`src/hw/rtl/gregorian_date_up_down_counter_defines.svh`:
```
// Assertion macros for the Gregorian date counter.
// Used by the top level only; no other dependencies.
`ifndef GREGORIAN_DATE_UP_DOWN_COUNTER_DEFINES_SVH
`define GREGORIAN_DATE_UP_DOWN_COUNTER_DEFINES_SVH

// Same-cycle implication, disabled while reset is asserted
`define GDC_ASSERT_NOW(label, clk, rst_n, ante, cons, msg) \
    label: assert property (@(posedge clk) disable iff (!rst_n) (ante) |-> (cons)) \
        else $error(msg);

// Next-cycle implication, disabled while reset is asserted
`define GDC_ASSERT_NEXT(label, clk, rst_n, ante, cons, msg) \
    label: assert property (@(posedge clk) disable iff (!rst_n) (ante) |=> (cons)) \
        else $error(msg);

`endif

```
`src/hw/rtl/gdc_pkg.sv`:
```
// Package for the Gregorian date counter: mode codes, date type and
// calendar helper functions. No dependencies.
package gdc_pkg;

    localparam int MonthW = 4;
    localparam int DayW   = 5;
    localparam int YearW  = 12;

    localparam logic [YearW-1:0]  YEAR_MIN  = YearW'(1600);
    localparam logic [YearW-1:0]  YEAR_MAX  = YearW'(2100);
    localparam logic [MonthW-1:0] MONTH_JAN = MonthW'(1);
    localparam logic [MonthW-1:0] MONTH_FEB = MonthW'(2);
    localparam logic [MonthW-1:0] MONTH_DEC = MonthW'(12);
    localparam logic [DayW-1:0]   DAY_ONE   = DayW'(1);
    localparam logic [DayW-1:0]   DAY_MAX   = DayW'(31);

    typedef enum logic [1:0] {
        MODE_LOAD = 2'd0,
        MODE_NEXT = 2'd1,
        MODE_PREV = 2'd2,
        MODE_HOLD = 2'd3
    } mode_t;

    typedef struct packed {
        logic [YearW-1:0]  year;
        logic [DayW-1:0]   day;
        logic [MonthW-1:0] month;
    } date_t;

    // Leap rule for years already clamped to 1600..2100: only 1600 and
    // 2000 are multiples of 400, the other centuries are plain years.
    function automatic logic is_leap(input logic [YearW-1:0] y);
        logic century;
        begin
            century = (y == YearW'(1700)) || (y == YearW'(1800)) ||
                      (y == YearW'(1900)) || (y == YearW'(2100));
            is_leap = (y[1:0] == 2'b00) && !century;
        end
    endfunction

    // Days in month m of year y
    function automatic logic [DayW-1:0] month_len(input logic [MonthW-1:0] m,
                                                  input logic [YearW-1:0]  y);
        begin
            case (m)
                MONTH_FEB:                           month_len = is_leap(y) ? DayW'(29)
                                                                            : DayW'(28);
                MonthW'(4), MonthW'(6),
                MonthW'(9), MonthW'(11):             month_len = DayW'(30);
                default:                             month_len = DAY_MAX;
            endcase
        end
    endfunction

    // Clamp year, month and day to range, then cut day to month length
    function automatic date_t clamp_date(input logic [MonthW-1:0] m,
                                         input logic [DayW-1:0]   d,
                                         input logic [YearW-1:0]  y);
        date_t            r;
        logic [DayW-1:0]  len;
        begin
            r.year  = (y < YEAR_MIN) ? YEAR_MIN : ((y > YEAR_MAX) ? YEAR_MAX : y);
            r.month = (m < MONTH_JAN) ? MONTH_JAN : ((m > MONTH_DEC) ? MONTH_DEC : m);
            r.day   = (d < DAY_ONE) ? DAY_ONE : d;
            len     = month_len(r.month, r.year);
            if (r.day > len)
            begin
                r.day = len;
            end
            clamp_date = r;
        end
    endfunction

endpackage

```
`src/hw/rtl/gregorian_date_up_down_counter.sv`:
```
// Top level of the Gregorian date up/down counter.
// Depends on gdc_pkg and gregorian_date_up_down_counter_defines.svh.

// Keeps a calendar date (1600-01-01 after reset) and applies one operation
// per item taken on the slave stream: load with clamping, next day, previous
// day, or hold (mode 3). Every item returns the date after its operation on
// the master stream. The block takes one item per cycle while results are
// taken. An item taken passes from the input register into the date registers,
// which also serve as the output register. A stalled result holds the date
// registers and, once the input register is also full, holds off the slave
// stream. The per-item update is combinational logic feeding back into the
// date registers.
`include "gregorian_date_up_down_counter_defines.svh"

module gregorian_date_up_down_counter (
    input  logic        clk,
    input  logic        rst_n,
    input  logic        s_tvalid,
    output logic        s_tready,
    input  logic [23:0] s_tdata,   // [3:0] load_month, [8:4] load_day, [20:9] load_year, pad
    input  logic [1:0]  s_tuser,   // [1:0] mode
    output logic        m_tvalid,
    input  logic        m_tready,
    output logic [23:0] m_tdata    // [3:0] cur_month, [8:4] cur_day, [20:9] cur_year, pad
);

    // Input register
    logic                          in_valid_reg;
    gdc_pkg::mode_t                in_mode_reg;
    logic [gdc_pkg::MonthW-1:0]    in_month_reg;
    logic [gdc_pkg::DayW-1:0]      in_day_reg;
    logic [gdc_pkg::YearW-1:0]     in_year_reg;

    // Date state, doubles as the result register
    gdc_pkg::date_t                date_reg;
    gdc_pkg::date_t                date_next;
    logic                          out_valid_reg;

    logic                          advance;
    logic [gdc_pkg::DayW-1:0]      cur_len;
    logic [gdc_pkg::MonthW-1:0]    prev_month;

    // Stage moves when the result slot is free or being drained
    assign advance  = !out_valid_reg || m_tready;
    assign s_tready = !in_valid_reg || advance;

    always_ff @(posedge clk or negedge rst_n)
    begin
        if (!rst_n)
        begin
            in_valid_reg <= 1'b0;
        end
        else if (s_tready)
        begin
            in_valid_reg <= s_tvalid;
        end
    end

    always_ff @(posedge clk)
    begin
        if (s_tready && s_tvalid)
        begin
            in_mode_reg  <= gdc_pkg::mode_t'(s_tuser);
            in_month_reg <= s_tdata[3:0];
            in_day_reg   <= s_tdata[8:4];
            in_year_reg  <= s_tdata[20:9];
        end
    end

    // Date update for the item in the input register
    always_comb
    begin
        cur_len    = gdc_pkg::month_len(date_reg.month, date_reg.year);
        prev_month = date_reg.month - 4'd1;
        date_next  = date_reg;
        case (in_mode_reg)
            gdc_pkg::MODE_LOAD:
            begin
                date_next = gdc_pkg::clamp_date(in_month_reg, in_day_reg, in_year_reg);
            end
            gdc_pkg::MODE_NEXT:
            begin
                if (date_reg.day < cur_len)
                begin
                    date_next.day = date_reg.day + 5'd1;
                end
                else if (date_reg.month >= gdc_pkg::MONTH_DEC)
                begin
                    date_next = gdc_pkg::clamp_date(gdc_pkg::MONTH_JAN, gdc_pkg::DAY_ONE,
                                                    date_reg.year + 12'd1);
                end
                else
                begin
                    date_next = gdc_pkg::clamp_date(date_reg.month + 4'd1, gdc_pkg::DAY_ONE,
                                                    date_reg.year);
                end
            end
            gdc_pkg::MODE_PREV:
            begin
                if (date_reg.day > gdc_pkg::DAY_ONE)
                begin
                    date_next.day = date_reg.day - 5'd1;
                end
                else if (date_reg.month <= gdc_pkg::MONTH_JAN)
                begin
                    date_next = gdc_pkg::clamp_date(gdc_pkg::MONTH_DEC, gdc_pkg::DAY_MAX,
                                                    date_reg.year - 12'd1);
                end
                else
                begin
                    date_next = gdc_pkg::clamp_date(prev_month,
                                    gdc_pkg::month_len(prev_month, date_reg.year),
                                    date_reg.year);
                end
            end
            default:
            begin
                date_next = date_reg;
            end
        endcase
    end

    // Date registers and result valid
    always_ff @(posedge clk or negedge rst_n)
    begin
        if (!rst_n)
        begin
            date_reg      <= '{year: gdc_pkg::YEAR_MIN, day: gdc_pkg::DAY_ONE,
                               month: gdc_pkg::MONTH_JAN};
            out_valid_reg <= 1'b0;
        end
        else if (advance)
        begin
            out_valid_reg <= in_valid_reg;
            if (in_valid_reg)
            begin
                date_reg <= date_next;
            end
        end
    end

    assign m_tvalid = out_valid_reg;
    assign m_tdata  = {3'b000, date_reg.year, date_reg.day, date_reg.month};

    // Checks
    `GDC_ASSERT_NOW(a_day_fits_month, clk, rst_n, m_tvalid,
        (date_reg.day >= gdc_pkg::DAY_ONE) &&
        (date_reg.day <= gdc_pkg::month_len(date_reg.month, date_reg.year)),
        "result day outside its month")
    `GDC_ASSERT_NOW(a_stall_blocks_input, clk, rst_n,
        in_valid_reg && out_valid_reg && !m_tready, !s_tready,
        "input taken while pipeline is full")
    `GDC_ASSERT_NEXT(a_item_reaches_output, clk, rst_n, in_valid_reg && advance,
        m_tvalid, "item lost between input register and result")

endmodule

```
`config.mk`:
```
export PLATFORM = sky130hd
export DESIGN_NAME = gregorian_date_up_down_counter
export DESIGN_NICKNAME = d
export VERILOG_FILES = /design/src/hw/rtl/gdc_pkg.sv /design/src/hw/rtl/gregorian_date_up_down_counter.sv
export VERILOG_INCLUDE_DIRS = /design/src /design/src/hw/rtl
export SDC_FILE = /design/constraint.sdc
export NUM_CORES = 1
export LEC_CHECK = 0
export BUFFER_PORTS_ARGS = -buffer_cell sky130_fd_sc_hd__buf_2
export CAP_MARGIN = 20
export CORE_MARGIN = 4
export CORE_UTILIZATION = 44
export CTS_CLUSTER_SIZE = 8
export DETAILED_ROUTE_END_ITERATION = 7
export GPL_TIMING_DRIVEN = 1
export PLACE_DENSITY = 0.6
export SYNTH_ARGS = -nofsm -noshare
export SYNTH_HDL_FRONTEND = slang
export SYNTH_SLANG_ARGS = --single-unit
export TNS_END_PERCENT = 50
```
`constraint.sdc`:
```
create_clock -name clk -period 6.42 [get_ports clk]
set_input_delay 0.642 -clock clk [delete_from_list [all_inputs] [get_ports clk]]
set_output_delay 0.642 -clock clk [all_outputs]
set_load 0.005 [all_outputs]
```
==> Word level (Yosys, flattened, before mapping) <==
Index checks and enable logic that the tools add are counted.
{ "totals": {"romBits": 0, "mem_bits_rw": 0, "output_inout_bits": 26, "in_bits": 30, "latchBits": 0, "wordCells": 167, "mem_count": 0, "regBits": 46} }
{ "classes": {"n_addsub": 6, "muxes": 54, "eq_ne": 41, "order_cmp": 25, "n_bitwise": 0, "shifts": 0, "n_mul": 0, "n_div": 0, "n_reduce_logical": 32} }
{ "op_table": {"columns": ["operator", "count"], "rows": [
  ["$mux 5", 25],
  ["$mux 12", 10],
  ["$eq 12x11->1 const B", 9],
  ["$pmux 21 s3", 1],
  ["$gt 12x12->1 const B", 4],
  ["$lt 12x11->1 const B", 4],
  ["$mux 21", 2],
  ["$eq 4x3->1 const B", 10],
  ["$eq 4x4->1 const B", 10],
  ["$eq 12x12->1 const B", 3],
  ["$mux 4", 8],
  ["$eq 4x2->1 const B", 5],
  ["$pmux 2 s2", 5],
  ["$reduce_or 4->1", 5],
  ["$add 12x1->12 const B", 1],
  ["$gt 4x4->1 const B", 3],
  ["$lt 4x1->1 const B", 3],
  ["$sub 12x1->12 const B", 1],
  ["$logic_or 1x1->1", 11],
  ["$gt 1x5->1 const A", 2],
  ["$gt 5x5->1", 2],
  ["$lt 5x1->1 const B", 2],
  ["$logic_not 2->1", 4],
  ["$add 5x1->5 const B", 1],
  ["other kinds (17)", 27]
]} }

==> Longest topological paths before layout <==
{ "logic_depth": {"depth_word": 19, "mapped_depth": 16, "depth_no_buf": 15} }

==> Worst setup path after synthesis <==
No wires, ideal clock.
{ "synth_path": {"kind": "flip-flop to flip-flop", "start": "reg date_reg (netlist bit m_tdata[0])", "end": "reg date_reg (netlist bit m_tdata[4])", "t_arrival_ns": 3.193, "setup_slack_ns": 3.165, "setup_ns": 0.062, "stages_incl_launch_ff": 15, "synth_period_minus_slack_ns": 3.255, "path_buffers": 2, "required_time_ns": 6.358, "path_cell_list": "dfstp_2 -> clkbuf_1 -> inv_1 -> ha_1 -> buf_1 -> xor2_1 -> nor4_1 -> a31oi_1 -> ha_1 -> inv_1 -> o22ai_1 -> a311oi_1 -> a211oi_1 -> o22ai_1 -> o311a_1"} }
{ "synth_between": {"elab_chain_len": 15, "elab_cells_between_ends": 61, "cone_classes": "add/sub (2); order compare (10); eq/ne (20); mux (25); reduce/logical (4)"} }
{ "synth_rtl": {"columns": ["element", "line", "source"], "rows": [
  ["start: declaration", "gregorian_date_up_down_counter.sv:35", "gdc_pkg::date_t date_reg;"],
  ["start signal: assignment", "gregorian_date_up_down_counter.sv:128", "date_reg <= '{year: gdc_pkg::YEAR_MIN, day: gdc_pkg::DAY_ONE,"],
  ["start signal: assignment", "gregorian_date_up_down_counter.sv:137", "date_reg <= date_next;"],
  ["$sub 4x1->4 or $add 4x1->4 (tied branches)", "gregorian_date_up_down_counter.sv:74, gregorian_date_up_down_counter.sv:94", null],
  ["$gt 4x4->1", "gdc_pkg.sv:63", "r.month = (m < MONTH_JAN) ? MONTH_JAN : ((m > MONTH_DEC) ? MONTH_DEC : m);"],
  ["$mux 4 (2 in a row)", "gdc_pkg.sv:63", null],
  ["$eq 4x3->1 or $eq 4x4->1 (tied branches)", "gdc_pkg.sv:45", "case (m)"],
  ["$reduce_or 4->1", "gdc_pkg.sv:45", null],
  ["$pmux 2 s2", "gdc_pkg.sv:45", null],
  ["$mux 5 (on tied branches)", "gregorian_date_up_down_counter.sv:104, gregorian_date_up_down_counter.sv:87", null],
  ["$mux 5 (on tied branches)", "gregorian_date_up_down_counter.sv:100, gregorian_date_up_down_counter.sv:83", null],
  ["$mux 5", "gregorian_date_up_down_counter.sv:76", "case (in_mode_reg)"],
  ["$gt 5x5->1 or $gt 1x5->1 (tied branches)", "gdc_pkg.sv:66", "if (r.day > len)"],
  ["$mux 5", "gdc_pkg.sv:66", null],
  ["$mux 21 (on tied branches)", "gregorian_date_up_down_counter.sv:104, gregorian_date_up_down_counter.sv:87", null],
  ["$mux 5 (on tied branches)", "gregorian_date_up_down_counter.sv:100, gregorian_date_up_down_counter.sv:83", null],
  ["$pmux 21 s3 *", "gregorian_date_up_down_counter.sv:76", null]
]} }
Mark *: on every way between the ends. The rest lies on a longest branch, timed or not. The select of a mux whose other input is x is not followed.
A chain may end at the register's enable or synchronous reset.

==> Worst setup path after layout <==
{ "layout_path": {"start": "reg date_reg (netlist bit m_tdata[11])", "end": "reg date_reg (netlist bit m_tdata[12])"} }
{ "layout_between": {"elab_chain_len": 11, "elab_cells_between_ends": 33, "cone_classes": "add/sub (2); order compare (7); eq/ne (5); mux (13); reduce/logical (6)"} }
{ "layout_rtl": {"columns": ["element"], "rows": [
  ["branches (longest 11 deep; another with $sub 12x1->12)"]
]} }
Several ways; the timed one is not identified. The select of a mux whose other input is x is not followed.

==> results.toml <==
[synthesis]
avgSynthCellArea_um2 = 7.862
synth_sequential_area_ratio_pct = 29.43
synth_ff_type = "sky130_fd_sc_hd__edfxtp_1"
ys.warnings.count = 0
postSynth.asyncResetShare_pct = 50.00
syn_inst = 550
cell_area_after_technology_mapping_um2 = 4324
netlist-cell-type-count = 74
postSynthRegisterBits = 46
synth_enable_flop_cells = 23

[critical_path]
critical_path.max_stage_delay_ns = 0.92
cp-start-kind = "flip-flop"
cp_common_cell = "sky130_fd_sc_hd__nand4_1"
cp_data_arrival_time_ns = 3.97
critical_path_buf_inv_count = 0
cp_cell_sequence = "nor4_1 > nand4_1 > xnor2_1 > nand4_1 > a21boi_1 > and2_1 > o21ai_0 > a31oi_1"
worst_path_max_delay_cell = "sky130_fd_sc_hd__nor4_1"
worstPathMaxFanout = 28
critical_path_class = "reg -> reg"
worstPathRequired_ns = 6.64
dominant_delay_contributor_by_cell_family_on_the_critical_path = "simple AND/OR/NAND/NOR gates"
timing.critical_path.to_type = "flip-flop"

[grt]
number_of_antenna_violations_at_the_first_check_in_global_routing = 0
vias_in_the_first_global_route = 3967
grt_pass1_wl_um = 19400
grt_start_max_net_pins = 33
grt.total_usage_pct = 20.37
grt-ovfl-total = 0

[final_layout]
most-common-layout-cells = "sky130_fd_sc_hd__nand2_1 (55), sky130_fd_sc_hd__buf_2 (49), sky130_fd_sc_hd__nor2_1 (47)"
flow.area_growth_from_synthesis_pct = 8.999
antenna-diode-count = 0
finish.net_count = 621
drive_gt1_share_pct = 12.63
instances_no_fill = 699
most_common_cell_after_layout_fill_and_taps_aside = "sky130_fd_sc_hd__nand2_1"
largest_register_ff_count = 21

[place]
final_wtd_congestion = 0.8975
dp.final_hpwl_um = 8629
place_inst = 691
place.port_buffers = 49

[clock_network]
tritoncts.num_buffers = 5
root_buffer_cell = "sky130_fd_sc_hd__clkbuf_8"
post_cts_hold_buffer_count = 0
clock_sink_count = 46
htreeDepth = 2
cts_buffer_depth = 2
post_cts_buffers = 0
clk_transition_reported_paths_ns = 0.09
ctsResizeCount = 0
cts_tree = "built"
clock_latency_ns = 0.30

[sta]
finalCritPeriodShare_pct = 58.49
final_setup_violation_count = 0
slew_violations = 0
tightest_slew_ns = 0.9354
max-slew-margin-rel_pct = 37.07
setup_tns_ns = 0
clock.fmax_mhz = 266.3
timing.final.hold_violations = 0
grt_setup_unrepaired = "false"
timing.clock.skew_ns = 0.006984
finalWorstPathRequiredPeriod_ns = 3.755

[floorplan]
die-area_um2 = 11480
core-area_um2 = 9415
die_extent_in_y_um = 107.1
num_rows = 35
die_width_um = 107.1
ioPinCount = 56
initial_utilization_pct = 45.93

[pwr]
powerDensity_nw_per_um2 = 378.7
vdd.ir_drop.worst_mv = 0.1822
static-leakage-power_nw = 1.804

[drt]
dr.pass1.iters = 5
number_of_vias_per_cell = 6.147
routed_antenna_nets = 0
wirelength_um = 11740
drc_errors = 0
vias = 4297
drt-wirelength-per-cell_um = 16.79
initial_drt_markers = 307

[status]
run_status = "complete, no violations"

[hold_path]
holdCritPathClass = "in -> async"

[job]
total_of_max_cap_violations = 0
==> synth_stat cells, types with 4 or more instances <==
| master | number | area share, % |
|---|---|---|
| sky130_fd_sc_hd__nand2b_1 | 13 | 1.9 |
| sky130_fd_sc_hd__a21oi_1 | 37 | 4.3 |
| sky130_fd_sc_hd__a211oi_1 | 8 | 1.4 |
| sky130_fd_sc_hd__a31oi_1 | 11 | 1.6 |
| sky130_fd_sc_hd__inv_1 | 27 | 2.3 |
| sky130_fd_sc_hd__nor2b_1 | 8 | 1.2 |
| sky130_fd_sc_hd__nand3b_1 | 4 | 0.69 |
| sky130_fd_sc_hd__and2_1 | 4 | 0.58 |
| sky130_fd_sc_hd__o211ai_1 | 6 | 1.0 |
| sky130_fd_sc_hd__a22oi_1 | 4 | 0.69 |
| sky130_fd_sc_hd__and4_1 | 4 | 0.81 |
| sky130_fd_sc_hd__xnor2_1 | 14 | 2.8 |
| sky130_fd_sc_hd__a211o_1 | 4 | 0.81 |
| sky130_fd_sc_hd__o21ai_0 | 40 | 4.6 |
| sky130_fd_sc_hd__ha_1 | 22 | 6.4 |
| sky130_fd_sc_hd__dfstp_2 | 5 | 3.0 |
| sky130_fd_sc_hd__nand4_1 | 8 | 1.2 |
| sky130_fd_sc_hd__edfxtp_1 | 23 | 16 |
| sky130_fd_sc_hd__a311oi_1 | 6 | 1.2 |
| sky130_fd_sc_hd__clkbuf_1 | 29 | 2.5 |
| sky130_fd_sc_hd__o31ai_1 | 9 | 1.6 |
| sky130_fd_sc_hd__or2_2 | 4 | 0.58 |
| sky130_fd_sc_hd__nand2_1 | 55 | 4.8 |
| sky130_fd_sc_hd__buf_1 | 4 | 0.35 |
| sky130_fd_sc_hd__nor3_1 | 14 | 1.6 |
| sky130_fd_sc_hd__dfrtp_1 | 18 | 10 |
| sky130_fd_sc_hd__nor2_1 | 47 | 4.1 |
| sky130_fd_sc_hd__nor4_1 | 5 | 0.72 |
| sky130_fd_sc_hd__o22ai_1 | 4 | 0.58 |
| sky130_fd_sc_hd__or3_1 | 6 | 0.87 |
| sky130_fd_sc_hd__a21o_1 | 4 | 0.69 |
| sky130_fd_sc_hd__a221oi_1 | 8 | 1.6 |
| sky130_fd_sc_hd__o32ai_1 | 4 | 0.81 |
| sky130_fd_sc_hd__nand3_1 | 23 | 2.7 |
==> layout make-up <==
type                       count  area [µm²]
clock buffer                   5       68.82
tap                          129       161.4
inverter                      27       101.3
multi-input combinational    438        2780
timing repair buffer          51       260.3
clock inverter                 3       68.82
fill                         919        4702
sequential                    46        1272
==> worst paths after layout <==
path / start / to / slack, ns / cells after the start
worst max-delay path: m_tdata[11]$_DFFE_PN0P_ / m_tdata[12]$_DFFE_PN0P_ / 2.66 / 8
worst min-delay path: rst_n / m_tdata[6]$_DFFE_PN0P_ / 0.33 / 1
worst max register to register: m_tdata[11]$_DFFE_PN0P_ / m_tdata[12]$_DFFE_PN0P_ / 2.66 / 8
worst min register to register: in_valid_reg$_DFFE_PN0N_ / m_tvalid$_DFFE_PN0P_ / 0.52 / 1
max in group asynchronous: rst_n / m_tdata[15]$_DFFE_PN1P_ / 5.72 / 1
min in group clk: in_valid_reg$_DFFE_PN0N_ / m_tvalid$_DFFE_PN0P_ / 0.52 / 1
==> stage by stage <==
stage	worst slack (ns)	power (mW)	area, µm²	hold WS (ns)	utilization [%]
final	2.665	1.785	4713	0.3276	50.06
after global placement	2.828	1.502	4576	0.5027	48.60
after CTS	2.685	1.781	4713	0.3348	50.06
after global routing	2.251	1.951	4713	0.3616	50.06
after floorplan	3.165	1.257	4332	0.3464	-
after detailed placement	2.747	1.518	4576	0.4990	48.60
==> power breakdown <==
part           internal [mW]  leakage [nW]  switching, mW
Clock                  0.156        0.0683         0.0978
Sequential             0.380         0.493          0.227
Combinational          0.390          1.24          0.534
Total                  0.926          1.80          0.859
==> cell families after synthesis <==
group / after synthesis / synth area share [%]
other: 1 / 0.08672
muxes: 4 / 0.9549
and+or+nand+nor: 214 / 25.23
AOI/OAI and AO/OA: 177 / 27.81
xor gates and xnor gates: 17 / 3.443
DFF: 46 / 29.43
adders and majority gates: 23 / 6.597
buffers and inverters: 68 / 6.452
==> worst reg2reg max path, delay by kind of cell (launching register included) <==
| family | cells | cell delay, ns |
|---|---|---|
| XOR/XNOR | 1 | 0.57 |
| flip-flops | 1 | 0.72 |
| AO/OA/AOI/OAI | 3 | 0.77 |
| AND/OR/NAND/NOR | 4 | 1.61 |
==> layer usage <==
metal	vias up	GRT usage [%]	share of wire (%)
li1	2093	-	-
met1	2041	29.00	47
met2	152	33.07	46
met3	11	2.348	6.0
met4	0	4.749	0.95
met5	-	0	0
Power figures use the tool's default switching activity.
